`config.mk`:
```
export PLATFORM = sky130hd
export DESIGN_NAME = image_header_size_sniffer
export DESIGN_NICKNAME = d
export VERILOG_FILES = /design/src/rtl/core/ihs_pkg.sv /design/src/rtl/core/ihs_in_stage.sv /design/src/rtl/core/ihs_parse.sv /design/src/rtl/core/ihs_out_reg.sv /design/src/rtl/core/image_header_size_sniffer.sv
export VERILOG_INCLUDE_DIRS = /design/src /design/src/rtl/core
export SDC_FILE = /design/constraint.sdc
export NUM_CORES = 1
export LEC_CHECK = 0
export BUFFER_PORTS_ARGS = -buffer_cell sky130_fd_sc_hd__buf_2
export CAP_MARGIN = 10
export CORE_MARGIN = 1
export CORE_UTILIZATION = 40
export CTS_BUF_LIST = sky130_fd_sc_hd__clkbuf_4
export DETAILED_ROUTE_END_ITERATION = 8
export SKIP_LAST_GASP = 1
export SLEW_MARGIN = 10
export SYNTH_ARGS = -nofsm -noshare
export SYNTH_HDL_FRONTEND = slang
export SYNTH_SLANG_ARGS = --single-unit
```
`constraint.sdc`:
```
create_clock -name clk -period 14 [get_ports clk]
set_clock_uncertainty 0.05 [all_clocks]
set_input_delay 1.4 -clock clk [delete_from_list [all_inputs] [get_ports clk]]
set_output_delay 1.4 -clock clk [all_outputs]
set_load 0.05 [all_outputs]
```
`src/rtl/core/image_header_size_sniffer_defines.svh`:
```
// Assertion macros for the image header size sniffer.
// Included by the top level; no other dependencies.
`ifndef IMAGE_HEADER_SIZE_SNIFFER_DEFINES_SVH
`define IMAGE_HEADER_SIZE_SNIFFER_DEFINES_SVH
`ifndef SYNTHESIS
`define IHS_ASSERT_IMPLIES(label, clk, rst_n, a, b) \
	label: assert property (@(posedge clk) disable iff (!rst_n) (a) |-> (b)) \
		else $error("ihs implication check failed");
`define IHS_ASSERT_NEXT(label, clk, rst_n, a, b) \
	label: assert property (@(posedge clk) disable iff (!rst_n) (a) |=> (b)) \
		else $error("ihs next-cycle check failed");
`else
`define IHS_ASSERT_IMPLIES(label, clk, rst_n, a, b)
`define IHS_ASSERT_NEXT(label, clk, rst_n, a, b)
`endif
`endif

```
`src/rtl/core/ihs_pkg.sv`:
```
// Package for the image header size sniffer: window size, widths, word types,
// format codes and the JPEG start-of-frame decode. No dependencies.
package ihs_pkg;

	localparam int WINDOW = 1024;
	localparam int POS_W  = $clog2(WINDOW);
	// GIF descriptor base reaches 13 + 3 * 256
	localparam int BASE_W = (POS_W > 10) ? POS_W : 10;

	localparam logic [7:0]        MARK_FF     = 8'hff;
	localparam logic [23:0]       SIG_GIF     = 24'h464947;
	localparam logic [23:0]       SIG_PNG     = 24'h474e50;
	localparam logic [BASE_W-1:0] GIF_HDR_LEN = BASE_W'(13);

	typedef enum logic [1:0] {
		FMT_UNKNOWN = 2'd0,
		FMT_JPEG    = 2'd1,
		FMT_GIF     = 2'd2,
		FMT_PNG     = 2'd3
	} ihs_fmt_t;

	typedef struct packed {
		logic [7:0] data_byte;
		logic       end_of_file;
	} ihs_in_t;

	typedef struct packed {
		ihs_fmt_t    image_format;
		logic [31:0] image_width;
		logic [31:0] image_height;
		logic        size_valid;
	} ihs_out_t;

	// SOF0..SOF15 minus DHT, JPG and DAC
	function automatic logic is_sof(input logic [7:0] b);
		return (b[7:4] == 4'hc) && (b[3:0] != 4'h4) && (b[3:0] != 4'h8) &&
			(b[3:0] != 4'hc);
	endfunction

endpackage

```
`src/rtl/core/ihs_in_stage.sv`:
```
// Input register stage of the image header size sniffer.
// Depends on ihs_pkg for the input word type.
module ihs_in_stage (
	input  logic           clk,
	input  logic           arst_n,
	input  logic           in_valid,
	output logic           in_stall,
	input  ihs_pkg::ihs_in_t in_data,
	input  logic           advance,
	output logic           s1_valid,
	output ihs_pkg::ihs_in_t s1_data
);

	logic             valid_s1;
	ihs_pkg::ihs_in_t data_s1;
	logic             accept;

	assign in_stall = valid_s1 && !advance;
	assign accept   = in_valid && !in_stall;

	always_ff @(posedge clk or negedge arst_n) begin
		if (!arst_n) begin
			valid_s1 <= 1'b0;
		end else if (accept) begin
			valid_s1 <= 1'b1;
		end else if (advance) begin
			valid_s1 <= 1'b0;
		end
	end

	always_ff @(posedge clk) begin
		if (accept) begin
			data_s1 <= in_data;
		end
	end

	assign s1_valid = valid_s1;
	assign s1_data  = data_s1;

endmodule

```
`src/rtl/core/ihs_parse.sv`:
```
// Header parser of the image header size sniffer: per-file state and the
// one-byte update. Depends on ihs_pkg.
module ihs_parse (
	input  logic              clk,
	input  logic              arst_n,
	input  logic              step,
	input  ihs_pkg::ihs_in_t  item,
	input  logic              enable,
	output logic              emit,
	output ihs_pkg::ihs_out_t result
);

	logic [ihs_pkg::POS_W-1:0]  pos_q;
	ihs_pkg::ihs_fmt_t          fmt_q;
	logic [31:0]                sig_q;
	logic                       prev_ff_q;
	logic                       marker_q;
	logic [ihs_pkg::BASE_W-1:0] base_q;
	logic [31:0]                wid_q;
	logic [31:0]                hgt_q;
	logic                       done_q;

	ihs_pkg::ihs_fmt_t          tk_fmt;
	logic [31:0]                tk_sig;
	logic                       tk_prev_ff;
	logic                       tk_marker;
	logic [ihs_pkg::BASE_W-1:0] tk_base;
	logic [31:0]                tk_wid;
	logic [31:0]                tk_hgt;
	logic [ihs_pkg::BASE_W-1:0] p_ext;
	logic [ihs_pkg::BASE_W-1:0] off;
	logic                       past_base;
	logic [ihs_pkg::BASE_W-1:0] gif_base;
	logic [7:0]                 b;

	assign b         = item.data_byte;
	assign p_ext     = ihs_pkg::BASE_W'(pos_q);
	assign off       = p_ext - base_q;
	assign past_base = p_ext > base_q;
	assign gif_base  = ihs_pkg::GIF_HDR_LEN +
		(b[7] ? (ihs_pkg::BASE_W'(3) << ({1'b0, b[2:0]} + 4'd1)) : '0);

	assign emit = !done_q &&
		(item.end_of_file || (pos_q >= ihs_pkg::POS_W'(ihs_pkg::WINDOW - 1)));

	always_comb begin
		tk_sig     = sig_q;
		tk_fmt     = fmt_q;
		tk_prev_ff = prev_ff_q;
		tk_marker  = marker_q;
		tk_base    = base_q;
		tk_wid     = wid_q;
		tk_hgt     = hgt_q;

		if (pos_q < ihs_pkg::POS_W'(4)) begin
			tk_sig[{pos_q[1:0], 3'b000} +: 8] = b;
		end
		if (pos_q == '0 && b == ihs_pkg::MARK_FF) begin
			tk_fmt = ihs_pkg::FMT_JPEG;
		end
		if (pos_q == ihs_pkg::POS_W'(2) && tk_fmt == ihs_pkg::FMT_UNKNOWN &&
			tk_sig[23:0] == ihs_pkg::SIG_GIF) begin
			tk_fmt = ihs_pkg::FMT_GIF;
		end
		if (pos_q == ihs_pkg::POS_W'(3) && tk_fmt == ihs_pkg::FMT_UNKNOWN &&
			tk_sig[31:8] == ihs_pkg::SIG_PNG) begin
			tk_fmt = ihs_pkg::FMT_PNG;
		end

		case (tk_fmt)
			ihs_pkg::FMT_JPEG: begin
				if (!marker_q) begin
					if (prev_ff_q && ihs_pkg::is_sof(b)) begin
						tk_marker = 1'b1;
						tk_base   = p_ext - ihs_pkg::BASE_W'(1);
					end
					tk_prev_ff = (b == ihs_pkg::MARK_FF);
				end else if (past_base) begin
					if (off == ihs_pkg::BASE_W'(5)) tk_hgt[15:8] = hgt_q[15:8] | b;
					else if (off == ihs_pkg::BASE_W'(6)) tk_hgt[7:0] = hgt_q[7:0] | b;
					else if (off == ihs_pkg::BASE_W'(7)) tk_wid[15:8] = wid_q[15:8] | b;
					else if (off == ihs_pkg::BASE_W'(8)) tk_wid[7:0] = wid_q[7:0] | b;
				end
			end
			ihs_pkg::FMT_GIF: begin
				if (pos_q == ihs_pkg::POS_W'(10)) begin
					tk_base   = gif_base;
					tk_marker = 1'b1;
				end else if (marker_q && past_base) begin
					if (off == ihs_pkg::BASE_W'(5)) tk_wid[7:0] = wid_q[7:0] | b;
					else if (off == ihs_pkg::BASE_W'(6)) tk_wid[15:8] = wid_q[15:8] | b;
					else if (off == ihs_pkg::BASE_W'(7)) tk_hgt[7:0] = hgt_q[7:0] | b;
					else if (off == ihs_pkg::BASE_W'(8)) tk_hgt[15:8] = hgt_q[15:8] | b;
				end
			end
			ihs_pkg::FMT_PNG: begin
				case (pos_q)
					ihs_pkg::POS_W'(16): tk_wid[31:24] = wid_q[31:24] | b;
					ihs_pkg::POS_W'(17): tk_wid[23:16] = wid_q[23:16] | b;
					ihs_pkg::POS_W'(18): tk_wid[15:8]  = wid_q[15:8] | b;
					ihs_pkg::POS_W'(19): tk_wid[7:0]   = wid_q[7:0] | b;
					ihs_pkg::POS_W'(20): tk_hgt[31:24] = hgt_q[31:24] | b;
					ihs_pkg::POS_W'(21): tk_hgt[23:16] = hgt_q[23:16] | b;
					ihs_pkg::POS_W'(22): tk_hgt[15:8]  = hgt_q[15:8] | b;
					ihs_pkg::POS_W'(23): tk_hgt[7:0]   = hgt_q[7:0] | b;
					default: ;
				endcase
			end
			default: ;
		endcase
	end

	always_comb begin
		if (enable) begin
			result.image_format = tk_fmt;
			result.image_width  = tk_wid;
			result.image_height = tk_hgt;
			result.size_valid   = (tk_wid != '0) && (tk_hgt != '0);
		end else begin
			result.image_format = ihs_pkg::FMT_UNKNOWN;
			result.image_width  = '0;
			result.image_height = '0;
			result.size_valid   = 1'b0;
		end
	end

	// end of file clears everything, reported or not
	always_ff @(posedge clk or negedge arst_n) begin
		if (!arst_n) begin
			pos_q     <= '0;
			fmt_q     <= ihs_pkg::FMT_UNKNOWN;
			sig_q     <= '0;
			prev_ff_q <= 1'b0;
			marker_q  <= 1'b0;
			base_q    <= '0;
			wid_q     <= '0;
			hgt_q     <= '0;
			done_q    <= 1'b0;
		end else if (step) begin
			if (item.end_of_file) begin
				pos_q     <= '0;
				fmt_q     <= ihs_pkg::FMT_UNKNOWN;
				sig_q     <= '0;
				prev_ff_q <= 1'b0;
				marker_q  <= 1'b0;
				base_q    <= '0;
				wid_q     <= '0;
				hgt_q     <= '0;
				done_q    <= 1'b0;
			end else if (!done_q) begin
				fmt_q     <= tk_fmt;
				sig_q     <= tk_sig;
				prev_ff_q <= tk_prev_ff;
				marker_q  <= tk_marker;
				base_q    <= tk_base;
				wid_q     <= tk_wid;
				hgt_q     <= tk_hgt;
				if (emit) begin
					done_q <= 1'b1;
				end else begin
					pos_q <= pos_q + ihs_pkg::POS_W'(1);
				end
			end
		end
	end

endmodule

```
`src/rtl/core/ihs_out_reg.sv`:
```
// Result register of the image header size sniffer.
// Depends on ihs_pkg for the result word type.
module ihs_out_reg (
	input  logic              clk,
	input  logic              arst_n,
	input  logic              load,
	input  ihs_pkg::ihs_out_t load_data,
	output logic              free,
	output logic              out_valid,
	input  logic              out_stall,
	output ihs_pkg::ihs_out_t out_data
);

	logic              valid_q;
	ihs_pkg::ihs_out_t data_q;

	assign free = !valid_q || !out_stall;

	always_ff @(posedge clk or negedge arst_n) begin
		if (!arst_n) begin
			valid_q <= 1'b0;
		end else if (load) begin
			valid_q <= 1'b1;
		end else if (!out_stall) begin
			valid_q <= 1'b0;
		end
	end

	always_ff @(posedge clk) begin
		if (load) begin
			data_q <= load_data;
		end
	end

	assign out_valid = valid_q;
	assign out_data  = data_q;

endmodule

```
`src/rtl/core/image_header_size_sniffer.sv`:
```
// Image header size sniffer: one file byte per word, one size word per file.
// A byte with end of file (or byte WINDOW-1) is registered in the input stage; its size
// word then goes into the result register. Throughput: one byte per cycle, set
// by the one-byte parser update; only a stalled size word against a reporting byte
// stalls input. Reset (arst_n, async, active low) clears all file state and sets
// enable_q to one. Depends on ihs_pkg, the three stages and the defines header.
`include "image_header_size_sniffer_defines.svh"
module image_header_size_sniffer (
	input  logic              clk,
	input  logic              arst_n,
	input  logic              in_valid,
	output logic              in_stall,
	input  ihs_pkg::ihs_in_t  in_data,
	output logic              out_valid,
	input  logic              out_stall,
	output ihs_pkg::ihs_out_t out_data,
	input  logic              cfg_valid,
	output logic              cfg_ready,
	input  logic              cfg_data
);

	logic              enable_q;
	logic              s1_valid;
	ihs_pkg::ihs_in_t  s1_data;
	logic              advance;
	logic              emit;
	logic              load;
	logic              out_free;
	ihs_pkg::ihs_out_t result;

	assign cfg_ready = 1'b1;

	always_ff @(posedge clk or negedge arst_n) begin
		if (!arst_n) begin
			enable_q <= 1'b1;
		end else if (cfg_valid && cfg_ready) begin
			enable_q <= cfg_data;
		end
	end

	assign advance = s1_valid && (!emit || out_free);
	assign load    = advance && emit;

	ihs_in_stage u_in (
		.clk      (clk),
		.arst_n   (arst_n),
		.in_valid (in_valid),
		.in_stall (in_stall),
		.in_data  (in_data),
		.advance  (advance),
		.s1_valid (s1_valid),
		.s1_data  (s1_data)
	);

	ihs_parse u_parse (
		.clk    (clk),
		.arst_n (arst_n),
		.step   (advance),
		.item   (s1_data),
		.enable (enable_q),
		.emit   (emit),
		.result (result)
	);

	ihs_out_reg u_out (
		.clk       (clk),
		.arst_n    (arst_n),
		.load      (load),
		.load_data (result),
		.free      (out_free),
		.out_valid (out_valid),
		.out_stall (out_stall),
		.out_data  (out_data)
	);

	`IHS_ASSERT_IMPLIES(a_no_load_when_held, clk, arst_n, out_valid && out_stall, !load)
	`IHS_ASSERT_IMPLIES(a_stall_needs_item, clk, arst_n, in_stall, s1_valid)
	`IHS_ASSERT_NEXT(a_load_shows, clk, arst_n, load, out_valid)
	`IHS_ASSERT_IMPLIES(a_size_nonzero, clk, arst_n, out_valid && out_data.size_valid, (out_data.image_width != '0) && (out_data.image_height != '0))

endmodule
```
==> key figures <==
Finish
  – Commonest non-fill, non-tap cell in the layout: nor2_1
  – Non-filler cells, final: around 1500
  – NumNets Final: about 1200
  – Most frequent cells in the layout: 137 x nor2_1, 123 x dfrtp_1, 90 x a21oi_1
  – Layout area overhead: 8.86%
  – Layout cells sized above 1: 13.3%
  – Final core occ: 44.6%
  – Post-route cell area: 0.0117 mm²

Routing
  – Drt via density: slightly above 6
  – Routed WL: about 32000 µm
  – Starting DRT DRC Count: approximately 920
  – Drt drc: 3
  – DRT Pass-1 Iters: 7
  – Antenna-violating nets left: 0
  – Via count: between 9000 and 10000
  – Drt wl/cell: 21.2 µm

Worst setup path
  – Crit path DAT: 7.03 ns
  – Crit end category: flip-flop
  – Crit path from: u_parse.p_ext[0]$_DFFE_PN0P_
  – R2R Setup Slk: 7.29 ns
  – Reg2Reg Depth: 20
  – Startpoint types: flip-flop
  – CP Max Fanout: 33
  – Data required time at the worst endpoint: 14.32 ns
  – Critical Path End: u_out.out_data[0]$_SDFFCE_PN0P_
  – Worst reg2reg endpoint: u_out.out_data[0]$_SDFFCE_PN0P_
  – Critical path class: reg2reg
  – R2r startpoint: u_parse.p_ext[0]$_DFFE_PN0P_

Synth
  – #FFs+latches synth: 200
  – Post-synth EDFFs: 76
  – Synth cell types: 88
  – Mapped Area: 0.0107 mm²
  – FFs w/ async S/R, synth: a little over 60%
  – Top cells by area, synth: dfrtp_1 29%, edfxtp_1 21%, nor2_1 4.9%
  – Cells after synthesis: 1109
  – Post-synth net total: 1149
  – Mapped Avg Cell Area: 9.68 µm²
  – Register area share after synthesis: between 50% and 60%
  – Synth Flop Type: dfrtp_1
  – Yosys warns: 0
  – Leading area contributor after synthesis: dfrtp_1
  – Share of the synthesized area in the top cell type: 28.7%

Power
  – PwrDens: 115 mW/mm²
  – Lkg Pwr: 4.88 nW
  – Cell internal pwr: around 840 µW
  – NetSw: 505 µW
  – Sw Ratio: 37.5%
  – Clock network power share: 26.0%
  – Register share of total power: 49.1%
  – Combinational share of power: 25.0%
  – Max rail drop VDD: 0.0626 mV

Floorplanning
  – Total core area: ~0.026 mm²
  – # IOs: 85
  – Die width: around 170 µm
  – Initial Util: 41.0%
  – Die Ht: 166 µm
  – Std-Cell Rows: 59
  – Die area: 0.0275 mm²

Clocking
  – CTS root buf: clkbuf_4
  – Post-cts hold buffer count: 0
  – Worst skew pair latency: 0.64 ns
  – Clk sinks: 200
  – Clock buffer depth: 2
  – Post-CTS Setup Repair Bufs: 0
  – CTS tree: built
  – Clk slew on worst S/H paths: about 0.2 ns
  – Num CTS Buffers: 17
  – Depth of the CTS H-tree: 4
  – Post-CTS sizing: 0

Run status
  – Failing checks: design-rule violations
  – Outcome: finished with violations

Timing
  – Fin Setup TNS: 0 ns
  – Slew HR: around 23%
  – Final setup fails: 0
  – Worst slew pin tran: 1.15 ns
  – Final hold vios: 0
  – Hold WS: 0.452 ns
  – RSZ-0062 raised after global routing: false
  – Fin crit share: 47.9%
  – Max Transition Viols Final: 0
  – Max Freq: ~0.15 GHz
  – Final Critical Period: 6.71 ns

Place
  – DP Area: 0.0113 mm²
  – IO buf count: 83
  – GPL Wtd Cong: 0.966
  – Post-detailed-placement half-perimeter wirelength: 21400 µm
  – Placed cells: 1460

Hold path
  – Worst Hold Class: reg2reg

Run
  – Max Cap Violations: 0

Global route
  – Largest net degree at the start of global routing: 75
  – Vias in the first global route: a little under 9000
  – Global route total overflow: 0
  – First-pass GRT wire length: around 50000 µm
  – GRT Util Overall: 23.6%
  – Antenna violations before repair: 1
layout make-up:
class	count	area (µm²)
clock inverters	15	213
fillers	2516	14500
well taps	335	419
inverters	34	128
diodes	1	2.50
flip-flops and latches	200	5390
clock buffers	17	128
multi-input cells	797	4910
repair buffers	94	500
metrics by stage:
| stage | setup slack, ns | power [mW] |
|---|---|---|
| floorplan | 8.88 | 0.903 |
| global placement | 7.69 | 1.00 |
| detailed placement | 7.55 | 1.00 |
| CTS | 7.48 | 1.35 |
| global route | 6.87 | 1.40 |
| finish | 7.29 | 1.35 |
synth_stat cells, types with 6 or more instances:
cell and count:
nor2_1 139, dfrtp_1 123, a21oi_1 90, nand2_1 84, edfxtp_1 76, clkbuf_1 66, o21ai_0 46, a22o_1 44
inv_1 31, nor3_1 26, ha_1 24, nand3_1 24, and2_1 20, o21ai_1 16, a31oi_1 15, nand4_1 15
nor2b_1 14, nor4_1 14, a211oi_1 12, xor2_1 12, o31ai_1 11, and3_1 10, xnor2_1 10, a21o_1 9
o211ai_1 8, a221oi_1 7, a22oi_1 7, nor4b_1 7, nand2b_1 6, o21a_1 6, o41ai_1 6, or3_1 6
flip-flops by register name, indices dropped and copies added (netlist names), 2 cells and up:
register	flops
u_parse.sig_q	32
u_in.s1_data	9
u_parse.fmt_q	2
u_parse.base_q	10
u_parse.wid_q	32
u_parse.p_ext	10
u_out.out_data	67
u_parse.hgt_q	32
power by group through the flow:
stage | clock [mW] | sequential [mW] | combinational [mW]
global route | 0.378 | 0.665 | 0.362
CTS | 0.356 | 0.660 | 0.332
finish | 0.350 | 0.661 | 0.336
global placement | 0 | 0.671 | 0.330
floorplan | 0 | 0.690 | 0.213
detailed placement | 0 | 0.671 | 0.331
cell families after synthesis:
group / after synthesis / share of synthesized area [%]
compound gates: 337 / 21.5
fa+ha+maj: 25 / 2.98
simple gates: 409 / 19.0
flops: 200 / 50.2
other cells: 1 / 0.0349
mux: 3 / 0.291
buf+inv: 112 / 4.19
xor+xnor: 22 / 1.80
how the worst min path moves through the flow:
stage / start / endpoint / slack [ns] / depth (start not counted)
2_1_floorplan: u_parse.base_q[3]$_DFFE_PN0P_ / u_parse.base_q[3]$_DFFE_PN0P_ / 0.40 / 2
3_3_place_gp: u_parse.base_q[5]$_DFFE_PN0P_ / u_parse.base_q[5]$_DFFE_PN0P_ / 0.41 / 2
3_5_place_dp: u_parse.base_q[4]$_DFFE_PN0P_ / u_parse.base_q[4]$_DFFE_PN0P_ / 0.42 / 2
4_1_cts: u_parse.base_q[4]$_DFFE_PN0P_ / u_parse.base_q[4]$_DFFE_PN0P_ / 0.46 / 2
5_1_grt: u_parse.base_q[4]$_DFFE_PN0P_ / u_parse.base_q[4]$_DFFE_PN0P_ / 0.48 / 2
6_report: u_parse.base_q[5]$_DFFE_PN0P_ / u_parse.base_q[5]$_DFFE_PN0P_ / 0.45 / 2
worst max-delay path, stage by stage, from the launching register on:
cell and delay (ns):
dfrtp_1 0.64, inv_1 0.25, ha_1 0.44, or3_1 0.44, nor4_1 0.22, nand2_1 0.09, nor2_1 0.11, a31oi_1 0.04
or4_1 0.56, o21ai_2 0.24, inv_1 0.10, ha_1 0.18, buf_4 0.24, inv_1 0.55, nand3_1 0.81, a22oi_1 0.50
nand4_1 0.17, nor4b_1 0.34, and4_1 0.24, a41o_1 0.18, a31oi_1 0.05
routing by layer:
| layer | up-vias | wire (µm) | share of wire [%] | track usage (%) |
|---|---|---|---|---|
| met1 | 4438 | 14300 | 45 | 33.9 |
| met5 | - | 0 | 0 | 0 |
| met4 | 0 | 780 | 2.5 | 8.29 |
| met2 | 459 | 14100 | 45 | 35.7 |
| li1 | 4150 | - | - | - |
| met3 | 59 | 2460 | 7.8 | 4.46 |
Note: power is estimated with default switching activity, not from simulation.
